## config.mk

```make
export PLATFORM = sky130hd
export DESIGN_NAME = ttwb_corner
export DESIGN_NICKNAME = d
export VERILOG_FILES = /design/src/hdl/ttwb_pkg.sv /design/src/hdl/ttwb_corner.sv
export SDC_FILE = /design/constraint.sdc
export NUM_CORES = 2
export LEC_CHECK = 0
export ABC_AREA = 1
export BUFFER_PORTS_ARGS = -buffer_cell sky130_fd_sc_hd__buf_2
export CAP_MARGIN = 20
export CORE_UTILIZATION = 28
export CTS_CLUSTER_DIAMETER = 50
export DETAILED_ROUTE_END_ITERATION = 16
export SYNTH_ARGS = -nofsm -noshare
export SYNTH_HDL_FRONTEND = slang
export SYNTH_SLANG_ARGS = --single-unit
```

## constraint.sdc

```tcl
create_clock -name clk -period 12.46 [get_ports clk]
set_input_delay 1.246 -clock clk [delete_from_list [all_inputs] [get_ports clk]]
set_output_delay 1.246 -clock clk [all_outputs]
set_load 0.005 [all_outputs]
```

## src/hdl/ttwb_pkg.sv

```systemverilog
// ----------------------------------------------------------------------------
// ttwb_pkg
// shared widths, codes and helpers of the terrain texture weight blend core
// ----------------------------------------------------------------------------
`default_nettype none

package ttwb_pkg;

  // field widths
  localparam int HW   = 24;               // heights and elevations, 1/256 m
  localparam int PW   = 8;                // grid position
  localparam int WW   = 17;               // Q1.16 weights
  localparam int NREG = 8;
  localparam int IDXW = $clog2(NREG);

  // ramp arithmetic: heights scaled by 8 stay exact
  localparam int NW   = HW + 6;           // signed ramp offsets
  localparam int REMW = HW + 2;           // divider remainder
  localparam int DVW  = HW;               // positive ramp half width
  localparam int QW   = WW;               // ramp quotient bits

  // blend
  localparam int GRID_W    = 256;
  localparam int GRID_R    = 256;
  localparam int CW        = $clog2(GRID_W + 1);
  localparam int KW        = 2 * CW;
  localparam int DEN_SHIFT = $clog2(GRID_W * GRID_R);
  localparam int MW        = DEN_SHIFT + WW;

  // pipeline depth
  localparam int CORNER_LAT = QW + 2;
  localparam int LATENCY    = CORNER_LAT + 3;

  localparam logic [WW-1:0] ONE_Q16  = WW'(65536);
  localparam logic [WW-1:0] HALF_Q16 = WW'(32768);

  localparam logic signed [HW-1:0] LOW_RESET  = HW'(2560);
  localparam logic signed [HW-1:0] HIGH_RESET = HW'(15360);

  typedef enum logic [IDXW-1:0] {
    REG_LOW_NW, REG_HIGH_NW, REG_LOW_NE, REG_HIGH_NE,
    REG_LOW_SW, REG_HIGH_SW, REG_LOW_SE, REG_HIGH_SE
  } reg_idx_t;

  // texture slots inside a weight set
  localparam int T_DIRT     = 0;
  localparam int T_GRASS    = 1;
  localparam int T_MOUNTAIN = 2;
  localparam int T_ROCK     = 3;

  // where the height falls for one corner
  typedef enum logic [2:0] {
    K_DIRT, K_BAND0, K_GRASS, K_BAND1, K_MTN, K_BAND2, K_ROCK, K_HALF
  } kind_t;

  typedef struct packed {
    kind_t           kind;
    logic [QW-1:0]   ramp;
  } corner_res_t;

  typedef logic [3:0][WW-1:0] wset_t;

  // normalized weight set of one corner from its region and ramp value
  function automatic wset_t corner_w(kind_t k, logic [QW-1:0] r);
    wset_t         w;
    logic [WW-1:0] rc;
    rc = ONE_Q16 - r;
    w  = '0;
    unique case (k)
      K_DIRT:  w[T_DIRT] = ONE_Q16;
      K_BAND0: begin
        w[T_DIRT]  = rc;
        w[T_GRASS] = r;
      end
      K_GRASS: w[T_GRASS] = ONE_Q16;
      K_BAND1: begin
        w[T_GRASS]    = rc;
        w[T_MOUNTAIN] = r;
      end
      K_MTN:   w[T_MOUNTAIN] = ONE_Q16;
      K_BAND2: begin
        w[T_MOUNTAIN] = rc;
        w[T_ROCK]     = r;
      end
      K_ROCK:  w[T_ROCK] = ONE_Q16;
      K_HALF:  begin
        w[T_DIRT] = HALF_Q16;
        w[T_ROCK] = HALF_Q16;
      end
      default: w = '0;
    endcase
    return w;
  endfunction

endpackage

`default_nettype wire

```

## src/hdl/ttwb_corner.sv

```systemverilog
// ----------------------------------------------------------------------------
// ttwb_corner
// ramp classification and pipelined ramp division for one region corner
// ----------------------------------------------------------------------------
`default_nettype none

module ttwb_corner (
  input  logic                           clk,
  input  logic signed [ttwb_pkg::HW-1:0] hs,
  input  logic signed [ttwb_pkg::HW-1:0] lo,
  input  logic signed [ttwb_pkg::HW-1:0] hi,
  output ttwb_pkg::corner_res_t          res
);
  import ttwb_pkg::*;

  // stage 1: offsets from the three ramp starts
  logic signed [HW:0]   d25;
  logic signed [HW:0]   lh_sum;
  logic signed [NW-1:0] h8, c0, c1, c2, dx;
  logic signed [NW-1:0] n0, n1, n2;
  logic signed [HW:0]   d;

  assign d25    = {hi[HW-1], hi} - {lo[HW-1], lo};
  assign lh_sum = {hi[HW-1], hi} + {lo[HW-1], lo};
  assign h8     = {{(NW-HW-3){hs[HW-1]}}, hs, 3'b000};
  assign c0     = {{(NW-HW-3){lo[HW-1]}}, lo, 3'b000};
  assign c2     = {{(NW-HW-3){hi[HW-1]}}, hi, 3'b000};
  assign c1     = {{(NW-HW-3){lh_sum[HW]}}, lh_sum, 2'b00};
  assign dx     = {{(NW-HW-1){d25[HW]}}, d25};

  always_ff @(posedge clk) begin
    n0 <= h8 - c0 + dx;
    n1 <= h8 - c1 + dx;
    n2 <= h8 - c2 + dx;
    d  <= d25;
  end

  // stage 2: region select
  logic signed [NW-1:0] twod;
  kind_t                kind_c;
  logic [REMW-1:0]      num_c;
  logic                 dirt_f, rock_f;

  assign twod = {{(NW-HW-2){d[HW]}}, d, 1'b0};

  always_comb begin
    kind_c = K_ROCK;
    num_c  = '0;
    dirt_f = n0[NW-1];
    rock_f = (d == '0) ? !dirt_f : !n2[NW-1];
    if (!d[HW] && (d != '0)) begin
      priority if (n0[NW-1]) begin
        kind_c = K_DIRT;
      end else if (n0 <= twod) begin
        kind_c = K_BAND0;
        num_c  = n0[REMW-1:0];
      end else if (n1[NW-1]) begin
        kind_c = K_GRASS;
      end else if (n1 <= twod) begin
        kind_c = K_BAND1;
        num_c  = n1[REMW-1:0];
      end else if (n2[NW-1]) begin
        kind_c = K_MTN;
      end else if (n2 <= twod) begin
        kind_c = K_BAND2;
        num_c  = n2[REMW-1:0];
      end else begin
        kind_c = K_ROCK;
      end
    end else begin
      // flat or inverted ramps: hard steps, both may hold
      priority if (dirt_f && rock_f) begin
        kind_c = K_HALF;
      end else if (dirt_f) begin
        kind_c = K_DIRT;
      end else begin
        kind_c = K_ROCK;
      end
    end
  end

  // divider stages: one quotient bit each, offset * 2^15 / half width
  kind_t            knd [0:QW];
  logic [REMW-1:0]  rem [0:QW];
  logic [DVW-1:0]   dvs [0:QW];
  logic [QW-1:0]    quo [0:QW];

  always_ff @(posedge clk) begin
    knd[0] <= kind_c;
    rem[0] <= num_c;
    dvs[0] <= d[DVW-1:0];
    quo[0] <= '0;
  end

  for (genvar k = 0; k < QW; k++) begin : g_step
    logic [REMW-1:0] t, dv;
    logic [REMW:0]   diff;
    logic            qbit;

    // step 0 weighs twice the divisor, from step 2 the remainder shifts
    assign t    = (k >= 2) ? {rem[k][REMW-2:0], 1'b0} : rem[k];
    assign dv   = (k == 0) ? {1'b0, dvs[k], 1'b0} : {2'b00, dvs[k]};
    assign diff = {1'b0, t} - {1'b0, dv};
    assign qbit = !diff[REMW];

    always_ff @(posedge clk) begin
      knd[k+1] <= knd[k];
      rem[k+1] <= qbit ? diff[REMW-1:0] : t;
      dvs[k+1] <= dvs[k];
      quo[k+1] <= {quo[k][QW-2:0], qbit};
    end
  end

  assign res = '{kind: knd[QW], ramp: quo[QW]};

endmodule

`default_nettype wire

```

==> results list <==
- Clock period minus final worst setup slack: 5460 ps
* Finish-stage setup viols: 0
* Number of core rows: 169
- Register bit count reported by yosys: 1147
- Endpoints failing hold: 0
- Number of enable-type register cells in the synthesized netlist: 0
- The initial utilization of the core area, before any placement, comes to 0.282.
- The flow ran to the end, and the final reports show no timing, DRC or antenna violations.
- Dividing total power by cell area gives a power density of around 320 nW/um^2.
- Entering global routing, the biggest net connects 44 pins.
- Across the VDD grid, the largest voltage drop is between 0.0001 and 0.00015 V.
- STA puts the critical path data arrival time at between 6000 and 7000 ps.
* Worst clock skew: 42.2 ps
* Max Buffers Root-to-Sink: 3
- Standard cell with the maximum stage delay on the critical path: sky130_fd_sc_hd__ha_1
- The root buffer cell chosen for the clock tree is sky130_fd_sc_hd__clkbuf_16.
- The finished layout holds ~11000 standard cells, fillers aside.
- Sequential Power Share: 0.276
* Setup crit start: lo[4]
- Static leakage power: roughly 33 nW
- Compared with the post-synthesis result, the final layout area differs by 15.2%.
* Ratio of routed vias to standard cells: roughly 4.6
- DRC violation count after routing: 0
- Final HPWL from detailed placement: roughly 140000 um
* Clock transition at the registers of the reported paths: ~60 ps
- Summed over all layers, the routed wires come to approximately 170000 um.
* DRT iter0 DRCs: roughly 3200
- Part of the total power dissipated in combinational logic: 0.514
* Core region area: approximately 210000 um^2
* Instance count after placement with tap cells included: 10400
- Area of the die: approximately 220000 um^2
- Maximum clock frequency: 0.183 GHz
* Cell-internal power: ~0.012 W
- Number of I/O port buffers: roughly 90
- The first detailed-routing pass ran for 8 iterations.
- The worst hold path belongs to the class register to register.
- Total routing usage reported by global routing: 0.155
- Pin placement for this block handled a little over 90 I/O pins.
- RD Place Congestion: around 0.94
- The share of synthesized area in the top cell type comes to 0.383.
- Summed over all nets, the switching power comes to approximately 0.010 W.
- In the finished design, the share of the clock period the worst path needs comes to 0.439.
- Counting distinct cell types in the post-synthesis netlist gives 68.
- TritonCTS built the clock tree.
* Total nets after synthesis: between 8000 and 9000
* Final global-route overflow total: 0
- The die is roughly 460 um tall.
* Number of buffers added by the clock tree synthesis step: roughly 160
- Ys async rst share: 0
* Dominant cell by count in the synthesized netlist: sky130_fd_sc_hd__nand2_1
- Worst max-slew margin expressed relative to the limit: 0.409
* Clock power frac: 0.210
- Initial antenna violation count: 2
- In the final layout, the share of cells above drive strength 1 is 0.0718.
- The critical path is of the primary input to register type.
- X dimension of the die: around 460 um
- WP data required: 13140 ps
* Total of hold buffers inserted after clock tree synthesis: 0
- Following the worst setup path forward leads to its endpoint at n0[28]$_DFF_P_.
- Clk sink count: 1147
- For this run, the leading register cell type out of synthesis is sky130_fd_sc_hd__dfxtp_1.
- The worst setup path is launched from a primary input.
- Once detail routing completed, the nets flagged for antenna violations numbered 0.
* Number of H-tree branching levels: 4
- Sequence of cells on the critical path: buf_2, inv_1, ha_1, a21o_1, a21oi_2, o21ai_2, nand3_1, nand2_1, a21oi_2, o21ai_1, xor2_1, inv_1, fa_1, inv_1, ha_1, nand2_1, nor4_1, nand3_1, nand3_1, nand3_1, nand2_1, nand2_1, a22o_1
* Switching share of total power: 0.445
- Global-route wire length before repair: between 200000 and 300000 um
* Reg-to-reg critical path startpoint: d[24]$_DFF_P_
- By area the synthesized netlist is led by sky130_fd_sc_hd__dfxtp_1 38%, sky130_fd_sc_hd__ha_1 13%, sky130_fd_sc_hd__nand2_1 11%.
* Largest fanout on the critical path: 9
* Peak per-stage delay on the critical path: 500 ps
* Count of nets after finishing: roughly 8500
* Worst Max-Slew Pin Slew: 878 ps
* Vias in the first global route: about 48000
* Most common library cells after synthesis: 1703 x sky130_fd_sc_hd__nand2_1, 1147 x sky130_fd_sc_hd__dfxtp_1, 1128 x sky130_fd_sc_hd__inv_1
- Setup repair after global routing left no endpoint under its margin.
* Number of cells on the worst reg-to-reg path: 13
- The routed layout has between 40000 and 50000 vias.
- Capturing element type of the critical path: register
- The worst register-to-register path ends at knd[0][0]$_DFF_P_.
* Post-synthesis average cell area: about 7.9 um^2
- The filler cells instantiated in the layout total around 22000.
- Setup slack on the worst reg-to-reg path comes out at approximately 8000 ps.
- Skew-Pair Late Insertion Delay: between 700 and 800 ps
- Counting every instance in the synthesized netlist gives around 7600.
- Across the run, the number of max-cap violations was 0.
* Number of instances resized during post-cts repair: 0
- The max-slew violation count is 0.
- Summed instance area of the synthesized netlist: between 50000 and 60000 um^2
- Sequential cell area fraction in the yosys report: 0.383
* Final sum of negative setup slack: 0 ps
- Dividing the detail-routed wire length by the instance count gives roughly 16 um.
- Post-CTS setup buffer count: 0
- The biggest area contributor in the post-synthesis netlist is sky130_fd_sc_hd__dfxtp_1.
* Number of warnings issued by yosys: 0
## cells by family after synthesis
| kind of cell | after synthesis | synth area share |
|---|---|---|
| AO/OA/AOI/OAI | 1390 | 0.135 |
| XOR/XNOR | 390 | 0.0570 |
| adder cells (fa/ha/maj) | 690 | 0.155 |
| buffers and inverters | 1239 | 0.0817 |
| flip-flops | 1147 | 0.383 |
| AND/OR/NAND/NOR | 2694 | 0.188 |
## power groups by stage
stage	Combinational, W	Clock [W]	Sequential (W)
2_1_floorplan	0.00879	0	0.00580
3_3_place_gp	0.0114	0	0.00631
3_5_place_dp	0.0115	0	0.00632
4_1_cts	0.0115	0.00486	0.00625
5_1_grt	0.0131	0.00502	0.00635
6_report	0.0115	0.00471	0.00620
## sequential cells by signal (all words and copies together) (netlist names)
register and cells:
d 25, dvs 408, knd 54, n0 26, n1 27, n2 27
quo 153, rem 427
## layout make-up
class,count,area [um^2],area share
diodes,1,2.50,0.0000362
flip-flops and latches,1147,23000,0.332
clock buffers,193,4330,0.0627
clock inverters,96,1300,0.0188
well taps,2821,3530,0.0511
repair buffers,106,566,0.00819
inverters,1144,4300,0.0623
multi-input cells,5164,32100,0.465
## how the worst min path moves through the flow
stage / to / slack (ps) / depth (start not counted) / startpoint
4_1_cts: knd[7][0]$_DFF_P_ / 310 / 0 / knd[6][0]$_DFF_P_
3_5_place_dp: knd[5][0]$_DFF_P_ / 310 / 0 / knd[4][0]$_DFF_P_
6_report: knd[7][2]$_DFF_P_ / 310 / 0 / knd[6][2]$_DFF_P_
2_1_floorplan: knd[10][0]$_DFF_P_ / 310 / 0 / knd[9][0]$_DFF_P_
3_3_place_gp: quo[13][4]$_DFF_P_ / 310 / 0 / quo[12][3]$_DFF_P_
5_1_grt: knd[7][2]$_DFF_P_ / 320 / 0 / knd[6][2]$_DFF_P_
## worst max-delay path: cells and delay by family
kind	cells	cell delay (ps)
and+or+nand+nor	9	1420
AOI/OAI and AO/OA	6	1260
xor gates and xnor gates	1	340
buffers and inverters	4	470
adders and majority gates	3	1380
## metal layers
layer	GRT usage	vias to the layer above	wire length, um
met4	0.0531	0	5140
met2	0.264	1169	79700
met5	0	-	0
met1	0.196	22600	75500
met3	0.0270	278	8670
li1	-	24900	-
## metrics by stage
stage / hold slack [ps] / worst slack (ps) / total power [W] / area (um^2) / utilization
after global routing: 321 / 6790 / 0.0244 / 69100 / 0.325
final: 311 / 7000 / 0.0224 / 69100 / 0.325
after CTS: 315 / 7120 / 0.0226 / 69100 / 0.325
after detailed placement: 312 / 6260 / 0.0178 / 63400 / 0.299
after floorplan: 310 / 7540 / 0.0146 / 60000 / -
after global placement: 310 / 6330 / 0.0177 / 63400 / 0.299
## layout by cell type (no fill, tap or decap), types with 20 or more instances in the layout
cell type,count
sky130_fd_sc_hd__fa_1,90
sky130_fd_sc_hd__nor3_1,75
sky130_fd_sc_hd__nand2_1,1703
sky130_fd_sc_hd__ha_1,600
sky130_fd_sc_hd__o21bai_1,37
sky130_fd_sc_hd__o21a_1,28
sky130_fd_sc_hd__nor2_1,420
sky130_fd_sc_hd__o21ai_2,38
sky130_fd_sc_hd__xnor2_1,212
sky130_fd_sc_hd__buf_2,92
sky130_fd_sc_hd__o21ai_0,399
sky130_fd_sc_hd__a31oi_1,76
sky130_fd_sc_hd__or2_2,30
sky130_fd_sc_hd__clkbuf_16,161
sky130_fd_sc_hd__inv_1,1128
sky130_fd_sc_hd__xor2_1,178
sky130_fd_sc_hd__nand3_1,277
sky130_fd_sc_hd__a21oi_2,45
sky130_fd_sc_hd__nand4_1,80
sky130_fd_sc_hd__a21o_1,85
sky130_fd_sc_hd__nor4_1,28
sky130_fd_sc_hd__o21ai_1,89
sky130_fd_sc_hd__a21oi_1,507
sky130_fd_sc_hd__inv_6,21
sky130_fd_sc_hd__nand3b_1,20
sky130_fd_sc_hd__bufinv_16,20
sky130_fd_sc_hd__dfxtp_1,1147
No activity file was read; power rests on OpenSTA's default activity.
